File: src/hdl/gms_pkg.sv
// Shared types and constants for the grid maze shortest-path block.
`default_nettype none
package gms_pkg;

  // Item command codes
  typedef enum logic [1:0] {
    CMD_WRITE = 2'd0,
    CMD_SOLVE = 2'd1,
    CMD_READ  = 2'd2,
    CMD_NONE  = 2'd3
  } cmd_t;

  // Configuration register indexes
  localparam logic [1:0] REG_ROWS = 2'd0;
  localparam logic [1:0] REG_COLS = 2'd1;
  localparam logic [1:0] REG_SROW = 2'd2;
  localparam logic [1:0] REG_SCOL = 2'd3;

  // Status codes of a result item
  localparam logic [2:0] ST_OK      = 3'd0;
  localparam logic [2:0] ST_NO_EXIT = 3'd1;
  localparam logic [2:0] ST_START   = 3'd2;
  localparam logic [2:0] ST_UNREACH = 3'd3;
  localparam logic [2:0] ST_RANGE   = 3'd4;

  // Cell characters
  localparam logic [7:0] WALL_CH = 8'h23;
  localparam logic [7:0] EXIT_CH = 8'h6F;
  localparam logic [7:0] MARK_CH = 8'h2E;

  // Neighbor directions, in tie-break order
  typedef enum logic [1:0] {
    DIR_UP    = 2'd0,
    DIR_RIGHT = 2'd1,
    DIR_DOWN  = 2'd2,
    DIR_LEFT  = 2'd3
  } dir_t;

  typedef enum logic [4:0] {
    S_INIT, S_IDLE, S_RD_WAIT, S_RESP,
    S_SCAN_RD, S_SCAN_CHK, S_CLR, S_ST_RD, S_ST_CHK,
    S_Q_RD, S_Q_WAIT, S_CD, S_N_RD, S_N_CHK,
    S_EX_RD, S_EX_CHK, S_B_TOP, S_B_RD, S_B_CHK, S_B_MOVE
  } state_t;

  localparam int unsigned OUT_DIST_W = 12;
  localparam int unsigned DIST_MAX   = 4095;

endpackage
`default_nettype wire

File: src/hdl/gms_nbr.sv
// Shared neighbor unit: steps one cell in a direction and checks the grid edge.
`default_nettype none
module gms_nbr #(
  parameter int RW = 6,
  parameter int CW = 6,
  parameter int DW = 7
) (
  input  wire logic [RW-1:0]   row,
  input  wire logic [CW-1:0]   col,
  input  wire gms_pkg::dir_t   dir,
  input  wire logic [DW-1:0]   eff_rows,
  input  wire logic [DW-1:0]   eff_cols,
  output logic      [RW-1:0]   nrow,
  output logic      [CW-1:0]   ncol,
  output logic                 ok
);
  logic [DW-1:0] rw;
  logic [DW-1:0] cw;

  always_comb begin
    rw = DW'(row);
    cw = DW'(col);
    ok = 1'b1;
    unique case (dir)
      gms_pkg::DIR_UP: begin
        ok = (row != '0);
        rw = DW'(row) - DW'(1);
      end
      gms_pkg::DIR_RIGHT: cw = DW'(col) + DW'(1);
      gms_pkg::DIR_DOWN:  rw = DW'(row) + DW'(1);
      gms_pkg::DIR_LEFT: begin
        ok = (col != '0);
        cw = DW'(col) - DW'(1);
      end
      default: ok = 1'b0;
    endcase
    if (rw >= eff_rows || cw >= eff_cols) ok = 1'b0;
    nrow = rw[RW-1:0];
    ncol = cw[CW-1:0];
  end
endmodule
`default_nettype wire

File: config.mk
export PLATFORM = sky130hd
export DESIGN_NAME = gms_nbr
export DESIGN_NICKNAME = d
export VERILOG_FILES = /design/src/hdl/gms_pkg.sv /design/src/hdl/gms_nbr.sv
export SDC_FILE = /design/constraint.sdc
export NUM_CORES = 1
export LEC_CHECK = 0
export BUFFER_PORTS_ARGS = -buffer_cell sky130_fd_sc_hd__buf_2
export CORE_ASPECT_RATIO = 1.5
export CORE_MARGIN = 5
export CORE_UTILIZATION = 30
export DETAILED_ROUTE_END_ITERATION = 10
export SYNTH_ARGS = -nofsm -noshare
export SYNTH_HDL_FRONTEND = slang
export SYNTH_SLANG_ARGS = --single-unit
File: constraint.sdc
create_clock -name vclk -period 5.5
set_input_delay 1.375 -clock vclk [all_inputs]
set_output_delay 1.375 -clock vclk [all_outputs]
set_load 0.005 [all_outputs]
==> results of run 1 <==
-- cells in the mapped netlist (4+ instances only) --
cell type	n
xor2_1	5
nand2_1	12
nor3_1	4
nand3_1	5
o21ai_0	9
inv_1	20
nor2_1	4
xnor2_1	4
ha_1	26
nand2b_1	5
a21oi_1	11
-- where the power goes --
part           internal [uW]  leakage (uW)  total [uW]  switching [uW]
logic                   79.6      0.000795         154            74.8
clock network              0             0           0               0
registers                  0             0           0               0
-- layer usage --
metal,up-vias,track usage,part of all wire
met2,19,0.2308,0.55
met4,0,0,0
met1,545,0.1312,0.40
li1,659,-,-
met3,0,0.009288,0.044
met5,-,0,0
-- timing repair --
item / CTS / global route
cloned: 0 / 0
endpoints found under the setup margin: 1 / 1
buffers inserted: 2 / 0
gates resized for setup: 4 / 9
pin swaps: 5 / 3
hold buffers: 0 / 0
-- metrics by stage --
step           power [uW]  hold slack (ns)
2_1_floorplan       87.16            2.812
3_3_place_gp        145.5            3.098
3_5_place_dp        146.7            3.097
4_1_cts             153.4            3.099
5_1_grt             176.2            3.124
6_report            154.4            3.102
-- kinds of logic (layout without fill, tap and decap cells) --
kind of cell             count (synthesis)  in the layout
AO/OA/AOI/OAI                           38             38
XOR/XNOR                                 9              9
adder cells (fa/ha/maj)                 27             27
buffers and inverters                   26             83
multiplexers                             4              4
AND/OR/NAND/NOR                         47             47
-- critical path: stages --
cell	delay, ns
buf_2	0.13
ha_2	0.18
xor2_1	0.16
ha_2	0.18
or3_4	0.37
a21oi_4	0.19
nor3_2	0.06
or3_4	0.40
ha_4	0.23
a21oi_2	0.11
a2bb2oi_1	0.16
o211ai_1	0.13
nor4_2	0.15
buf_2	0.15
-- final timing paths --
path                  depth (start not counted)  endpoint  slack, ns  startpoint
worst max-delay path                         14        ok       0.14      dir[1]
worst min-delay path                          3   nrow[0]       3.10      row[0]
-- area by class of cell --
cell class | count | share of cell area
Timing Repair Buffer | 63 | 0.2422
Multi-Input combinational cell | 125 | 0.6735
Tap cell | 43 | 0.03519
Inverter | 20 | 0.04910
==> metrics.csv, run 1 <==
stage,metric,value,unit
outcome,status,"finished, final reports clean",
grt,pin count of the biggest net entering global routing,14,
power,Worst IR Drop VDD,35.83,uV
logic_synthesis,area share of the largest cell type after synthesis,0.2968,
placed_design,GPL Wtd Cong,0.8234,
cells_and_area,sequential cells,0,
logic_synthesis,ranking of synthesized cells by area,"ha_1 (30%), inv_1 (6.8%), a21oi_1 (5.0%)",
cells_and_area,synth-to-layout area growth,39.50,%
floorplanning,Die Y,84.03,um
cells_and_area,fill cell total of the finished layout,395,
grt,initial antenna violation count,0,
floorplanning,cell row count,27,
timing,Final Hold Fails,0,
logic_synthesis,Post-Synth Adder-Cell Area,0.3151,
logic_synthesis,Compound-Gate Fraction of Synth Area,0.2272,
logic_synthesis,mapped cell area,1096,sq um
logic_synthesis,"Seq/Total Area, Yosys",0,
floorplanning,Die W,59.35,um
logic_synthesis,Mapped Cells,151,
setup_path,Startpoint Class,input pin,
drt,final wirelength,2891,um
cells_and_area,final net count,265,
logic_synthesis,Cell variety after synth,42,
cells_and_area,most frequent cells in the layout,"buf_2 (41), ha_1 (22), buf_4 (22)",
logic_synthesis,"area leader, netlist",ha_1,
cells_and_area,Finished Core Util,0.4230,
placed_design,dpl cell area,1463,sq um
drt,DRC errors left,0,
grt,vias in the first global route,1153,
drt,DR vias/cell,4.873,
timing,RSZ-0062 raised after global routing,no,
logic_synthesis,mux cell area share after synthesis,0.03767,
cells_and_area,CLK BUF,0,
grt,GR Overflow Total,0,
timing,Worst-Margin Slew,0.3734,ns
timing,Tmin final,5.357,ns
placed_design,DP Wirelength,2587,um
cells_and_area,final instance count without filler cells,251,
placed_design,Place WS,-0.05716,ns
drt,DRT iter0 DRCs,10,
setup_path,crit end category,output pin,
floorplanning,die area,4987,sq um
logic_synthesis,"Net Count, Synth",206,
logic_synthesis,"Avg Cell Area, Syn",7.259,sq um
cells_and_area,Antenna diodes,0,
placed_design,port bufs,41,
setup_path,critical path peak fanout,4,
drt,Initial DRT Pass Iterations,4,
floorplanning,core area,3615,sq um
timing,Final setup violation count,0,
floorplanning,Initial Utilization,0.3032,
timing,FMAX,0.1867,GHz
worst_hold_path,Hold Crit Class,in -> out,
power,Cell Pwr Density,101.0,nW/um^2
floorplanning,IO Pins,41,
setup_path,kind of critical path,in -> out,
timing,period utilization,0.9740,
logic_synthesis,simple logic cell fraction of the synthesized area,0.2409,
power,P_leak,0.0007952,uW
drt,routed len/inst,11.52,um
grt,global-route wire length before repair,4864,um
setup_path,arrival time at the worst endpoint,3.98,ns
cells_and_area,FF/Latch Area,0,sq um
logic_synthesis,largest family of logic cells by synthesized area,adder cells,
cells_and_area,"Design Area, Final",1529,sq um
timing,Final Max Tran Viols,0,
cells_and_area,"most common cell after layout, fill and taps aside",buf_2,
timing,Final Worst Setup Slack,0.1432,ns
logic_synthesis,XOR/XNOR Fraction of Synth Area,0.07192,
grt,gr usage total,0.1151,
flow_run,MaxCap Viol Count,0,
drt,vias,1223,
cells_and_area,area used by multi-input combinational logic,1030,sq um
setup_path,Critical Path RT,4.12,ns
drt,Post-DRT Antenna Nets,0,
placed_design,dpl cells,249,
timing,setup TNS,0,ns
cells_and_area,layout cells sized above 1,0.3894,
logic_synthesis,Yosys warnings,0,
timing,worst relative slew slack,0.7510,
Note: power is estimated with default switching activity, not from simulation.
==> run 2, diff against run 1 <==
--- a/config.mk
+++ b/config.mk
@@ -6,10 +6,13 @@
 export NUM_CORES = 1
 export LEC_CHECK = 0
 export BUFFER_PORTS_ARGS = -buffer_cell sky130_fd_sc_hd__buf_2
+export CELL_PAD_IN_SITES_DETAIL_PLACEMENT = 2
+export CELL_PAD_IN_SITES_GLOBAL_PLACEMENT = 2
 export CORE_ASPECT_RATIO = 1.5
 export CORE_MARGIN = 5
-export CORE_UTILIZATION = 30
+export CORE_UTILIZATION = 25
 export DETAILED_ROUTE_END_ITERATION = 10
+export PLACE_DENSITY_LB_ADDON = 0.1
 export SYNTH_ARGS = -nofsm -noshare
 export SYNTH_HDL_FRONTEND = slang
 export SYNTH_SLANG_ARGS = --single-unit
==> constraint.sdc (replaced) <==
create_clock -name vclk -period 4.72
set_input_delay 1.18 -clock vclk [all_inputs]
set_output_delay 1.18 -clock vclk [all_outputs]
set_load 0.005 [all_outputs]
==> run 2 against run 1 <==
The run now ends with negative setup slack left. Combinational power up 44%. Worst hold slack worse by 0.37 ns. Sequential cell count unchanged. Wire length up 56%.
==> metrics.csv, run 2 (same netlist as run 1, synthesis figures left out) <==
stage,metric,value,unit,change
outcome,status,"complete, but fails checks",,
outcome,failing checks,negative setup slack,,
grt,global-route wire length before repair,7100,um,+46%
drt,final wirelength,4509,um,+56%
grt,grt met2 use,0.3331,,+0.1022
flow_run,MaxCap Viol Count,0,,unchanged
drt,DRT iter0 DRCs,50,,+40
timing,Tmin final,4.984,ns,
timing,Final Worst Setup Slack,-0.2642,ns,-0.4074 ns
setup_path,Critical Path RT,3.54,ns,-0.58 ns
timing,RSZ-0062 raised after global routing,yes,,
grt,initial antenna violation count,0,,unchanged
cells_and_area,area used by multi-input combinational logic,1119,sq um,+8.6%
cells_and_area,final net count,280,,+5.7%
placed_design,GPL Wtd Cong,0.7996,,-2.9%
drt,Initial DRT Pass Iterations,3,,-1
setup_path,crit end category,output pin,,
cells_and_area,FF/Latch Area,0,sq um,unchanged
timing,period utilization,1.056,,
drt,vias,1400,,+14%
cells_and_area,Finished Core Util,0.4103,,-0.01273
timing,Final setup violation count,1,,+1
cells_and_area,sequential cells,0,,unchanged
grt,routing usage on met1,0.1295,,-0.001659
cells_and_area,"Design Area, Final",1742,sq um,+14%
timing,Worst-Margin Slew,0.3987,ns,+0.02522 ns
timing,FMAX,0.2006,GHz,
power,Tot Pwr,220.7,uW,+43%
worst_hold_path,Min-Delay Startpoint,col[2],,
power,P_leak,0.0008820,uW,+11%
setup_path,Worst setup endpoint,ok,,
setup_path,kind of critical path,in -> out,,
setup_path,critical path peak fanout,6,,+2
floorplanning,IO Pins,41,,unchanged
floorplanning,die area,5836,sq um,+17%
timing,setup TNS,-0.2642,ns,-0.2642 ns
power,Worst IR Drop VDD,57.07,uV,+59%
cells_and_area,CLK BUF,0,,unchanged
floorplanning,Die Y,91.10,um,+8.4%
placed_design,port bufs,41,,unchanged
placed_design,Place WS,-0.5782,ns,-0.5211 ns
cells_and_area,fill cell total of the finished layout,523,,+32%
drt,DR vias/cell,5.204,,+6.8%
floorplanning,cell row count,29,,+7.4%
floorplanning,core area,4245,sq um,+17%
grt,routing usage on met3,0.006173,,-0.003115
cells_and_area,Antenna diodes,0,,unchanged
grt,pin count of the biggest net entering global routing,14,,unchanged
drt,routed len/inst,16.76,um,+46%
power,Cell Pwr Density,126.7,nW/um^2,+25%
timing,Final Max Tran Viols,0,,unchanged
placed_design,DP Wirelength,3822,um,+48%
setup_path,CP Launch Point,dir[0],,
setup_path,arrival time at the worst endpoint,3.80,ns,-0.18 ns
floorplanning,Die W,64.06,um,+7.9%
worst_hold_path,Hold Crit Class,in -> out,,
grt,gr busiest metal,met2,,
grt,vias in the first global route,1610,,+40%
setup_path,Startpoint Class,input pin,,
floorplanning,Initial Utilization,0.2582,,-0.04504
cells_and_area,most frequent cells in the layout,"buf_2 (39), buf_4 (39), inv_1 (19), ha_1 (19), nand2_1 (12)",,
cells_and_area,synth-to-layout area growth,58.90,%,
grt,GR Overflow Total,0,,unchanged
timing,Final Hold Fails,0,,unchanged
placed_design,dpl cell area,1594,sq um,+9.0%
cells_and_area,layout cells sized above 1,0.4798,,+0.09040
grt,gr usage total,0.1455,,+0.03037
drt,Post-DRT Antenna Nets,0,,unchanged
drt,DRC errors left,0,,unchanged
timing,worst relative slew slack,0.7333,,-0.01780
==> run 2: changes by cell type in the layout (fill, tap and decap cells not counted), moves of 2 or more <==
cell	delta
buf_4	+17
ha_4	+4
ha_1	-3
buf_2	-2
==> run 2: worst min-delay path by stage <==
stage / endpoint / slack, ns / cells after the start
finish: ncol[2] / 2.73 / 3
global route: ncol[2] / 2.74 / 3
CTS: ncol[2] / 2.73 / 3
detailed placement: ncol[2] / 2.71 / 3
global placement: ncol[2] / 2.71 / 3
floorplan: nrow[0] / 2.42 / 1
==> run 2: where the power goes <==
part / internal, uW / switching (uW)
Combinational: 113 / 107
Clock: 0 / 0
Sequential: 0 / 0
Total: 113 / 107
==> run 2: area by class of cell <==
class	count	area share
timing repair buffer	78	0.2802
tap	46	0.03305
inverter	20	0.04454
multi-input combinational	125	0.6422
==> run 2: timing repair <==
action / CTS / global route
endpoints found under the setup margin: 1 / 1
buffers inserted: 2 / 0
resized for setup: 16 / 11
pin swaps: 9 / 4
hold buffers: 0 / 0
cloned: 0 / 0
==> run 2: worst max-delay path, stage by stage <==
cell	delay (ns)
buf_4	0.13
inv_1	0.07
ha_2	0.24
inv_4	0.07
buf_4	0.14
ha_1	0.35
a21oi_1	0.30
o21ai_2	0.12
mux2i_1	0.20
ha_1	0.27
buf_4	0.14
nand4_1	0.11
a21oi_1	0.07
nor4_1	0.25
buf_2	0.16
==> run 2: per-stage QoR <==
stage	cells	hold WS, ns
final	269	2.729
after detailed placement	267	2.712
after global routing	269	2.745
after floorplan	151	2.422
after CTS	269	2.732
after global placement	267	2.710
==> run 2: layer usage <==
metal  up-vias  part of all wire
li1        684                 -
met1       693              0.34
met2        19              0.63
met3         4             0.017
met4         0             0.014
met5         -                 0
==> run 3, diff against run 2 <==
--- a/config.mk
+++ b/config.mk
@@ -5,12 +5,13 @@
 export SDC_FILE = /design/constraint.sdc
 export NUM_CORES = 1
 export LEC_CHECK = 0
+export ABC_AREA = 1
 export BUFFER_PORTS_ARGS = -buffer_cell sky130_fd_sc_hd__buf_2
 export CELL_PAD_IN_SITES_DETAIL_PLACEMENT = 2
 export CELL_PAD_IN_SITES_GLOBAL_PLACEMENT = 2
 export CORE_ASPECT_RATIO = 1.5
 export CORE_MARGIN = 5
-export CORE_UTILIZATION = 25
+export CORE_UTILIZATION = 23
 export DETAILED_ROUTE_END_ITERATION = 10
 export PLACE_DENSITY_LB_ADDON = 0.1
 export SYNTH_ARGS = -nofsm -noshare
==> run 3 against run 2 <==
The run now ends clean. Critical path depth up 1. Combinational power up 17%. Synthesized cell count up 41%. Non-clock buffer count down 7. Setup slack better by 0.34 ns.
==> metrics.csv, run 3 <==
stage,metric,value,unit,change
outcome,status,"finished, final reports clean",,
timing,setup TNS,0,ns,+0.2642 ns
timing,Fin Hold WS,2.781,ns,+0.05180 ns
logic_synthesis,Post-synth top cells,"nand2_1 (67), inv_1 (38), ha_1 (26)",,
setup_path,kind of critical path,in -> out,,
logic_synthesis,"Net Count, Synth",268,,+30%
grt,GR Overflow Total,0,,unchanged
cells_and_area,CLK BUF,0,,unchanged
drt,Post-DRT Antenna Nets,0,,unchanged
cells_and_area,synth-to-layout area growth,67.57,%,
drt,DR vias/cell,4.598,,-12%
timing,Final Hold Fails,0,,unchanged
worst_hold_path,Min-Delay Startpoint,col[0],,
cells_and_area,Antenna diodes,0,,unchanged
logic_synthesis,Mapped Cells,213,,+41%
logic_synthesis,ranking of synthesized cells by area,"ha_1 (27%), nand2_1 (21%), inv_1 (12%)",,
placed_design,GPL Wtd Cong,0.7753,,-3.0%
logic_synthesis,area share of the largest cell type after synthesis,0.2711,,-0.02569
floorplanning,cell row count,32,,+10%
logic_synthesis,Cell variety after synth,26,,-38%
worst_hold_path,WHS Path Cells,4,,+1
timing,Final Worst Setup Slack,0.07577,ns,+0.3400 ns
grt,pin count of the biggest net entering global routing,10,,-4
floorplanning,IO Pins,41,,unchanged
logic_synthesis,mapped cell area,1200,sq um,+9.5%
grt,gr usage total,0.1537,,+0.008253
grt,vias in the first global route,1827,,+13%
grt,global-route wire length before repair,8286,um,+17%
power,Worst IR Drop VDD,41.79,uV,-27%
power,Net Sw Frac,0.5304,,+0.04338
logic_synthesis,"Avg Cell Area, Syn",5.633,sq um,-22%
power,P_leak,0.001096,uW,+24%
logic_synthesis,cell with the most instances after synthesis,nand2_1,,
flow_run,MaxCap Viol Count,0,,unchanged
timing,FMAX,0.2153,GHz,+7.3%
power,Cell Pwr Density,128.8,nW/um^2,+1.6%
placed_design,DP Wirelength,4369,um,+14%
logic_synthesis,"area leader, netlist",ha_1,,
power,Psw,137.3,uW,+28%
setup_path,Critical Path RT,3.54,ns,about the same
timing,Final Max Tran Viols,0,,unchanged
power,part of the power in the clock network,0,,unchanged
cells_and_area,layout cells sized above 1,0.4594,,-0.02046
floorplanning,die area,6791,sq um,+16%
worst_hold_path,Hold Crit Class,in -> out,,
floorplanning,Initial Utilization,0.2341,,-0.02405
cells_and_area,Finished Core Util,0.3923,,-0.01792
cells_and_area,"most common cell after layout, fill and taps aside",nand2_1,,
cells_and_area,final net count,340,,+21%
cells_and_area,most frequent cells in the layout,"nand2_1 (54), buf_2 (39), inv_1 (34)",,
logic_synthesis,Yosys warnings,0,,unchanged
floorplanning,Die Y,98.46,um,+8.1%
power,sequential power share,0,,unchanged
drt,DRT iter0 DRCs,21,,-58%
setup_path,critical path peak fanout,7,,+1
cells_and_area,sequential cells,0,,unchanged
drt,routed len/inst,14.61,um,-13%
clocking,hold buffers post-CTS,0,,unchanged
drt,DRC errors left,0,,unchanged
timing,Final setup violation count,0,,-1
drt,Initial DRT Pass Iterations,3,,unchanged
setup_path,crit end category,output pin,,
floorplanning,Die W,68.98,um,+7.7%
power,share of total power in combinational logic,1.000,,about the same
timing,Tmin final,4.644,ns,-0.3400 ns
drt,vias,1614,,+15%
setup_path,arrival time at the worst endpoint,3.46,ns,-0.34 ns
grt,initial antenna violation count,0,,unchanged
cells_and_area,FF/Latch Area,0,sq um,unchanged
floorplanning,core area,5125,sq um,+21%
placed_design,Place WS,-0.3558,ns,+0.2224 ns
timing,worst relative slew slack,0.7764,,+0.04316
setup_path,Startpoint Class,input pin,,
timing,period utilization,0.9839,,-0.07203
timing,Worst-Margin Slew,0.3319,ns,-0.06677 ns
drt,final wirelength,5127,um,+14%
cells_and_area,fill cell total of the finished layout,686,,+31%
timing,RSZ-0062 raised after global routing,yes,,
setup_path,CP Launch Point,dir[0],,
logic_synthesis,"Seq/Total Area, Yosys",0,,unchanged
power,internal cell power,121.6,uW,+7.4%
placed_design,port bufs,41,,unchanged
[run 3: cell families after synthesis]
logic type               share of synthesized area
adder cells (fa/ha/maj)                     0.2878
AO/OA/AOI/OAI                               0.1147
AND/OR/NAND/NOR                             0.4161
buffers and inverters                       0.1314
XOR/XNOR                                   0.05005
[run 3: stage by stage]
step	std cells	area, sq um	total power [uW]
floorplan	213	1200	115.8
CTS	350	1822	232.4
global placement	350	1697	208.1
global route	351	2011	292.8
finish	351	2011	258.9
detailed placement	350	1697	213.5
[run 3: final timing paths]
kind | end | slack, ns
worst min-delay path | ncol[0] | 2.78
worst max-delay path | ok | 0.08
[run 3: area by class of cell]
cell class	instances	area [sq um]	share of cell area
multi-input cells	173	1304	0.6484
repair buffers	71	455.4	0.2265
inverters	39	166.4	0.08276
well taps	68	85.08	0.04231
[run 3: timing repair]
| item | CTS | global route |
|---|---|---|
| pin swaps | 8 | 27 |
| setup endpoints to repair | 1 | 1 |
| resized for setup | 27 | 43 |
| setup buffers | 0 | 1 |
[run 3: layer usage]
metal	GRT usage	routed length [um]	vias up
met3	0.003421	147	4
met4	0.01201	46	0
met1	0.1528	1766	761
li1	-	-	821
met5	0	0	-
met2	0.3346	3166	28
[run 3: power by group through the flow]
stage                     Clock (uW)  Sequential (uW)  Combinational [uW]
after global routing               0                0                 293
after CTS                          0                0                 232
after floorplan                    0                0                 116
after detailed placement           0                0                 213
after global placement             0                0                 208
final                              0                0                 259
[run 3: critical path: stages]
cell	delay, ns
buf_12	0.11
clkinv_8	0.04
ha_4	0.17
inv_8	0.06
buf_4	0.13
ha_1	0.30
a31oi_2	0.20
xor2_1	0.22
o21ai_0	0.13
ha_1	0.31
nand4_1	0.09
nor3_1	0.23
nor2_2	0.07
nand2_1	0.06
nor2_1	0.04
buf_2	0.12
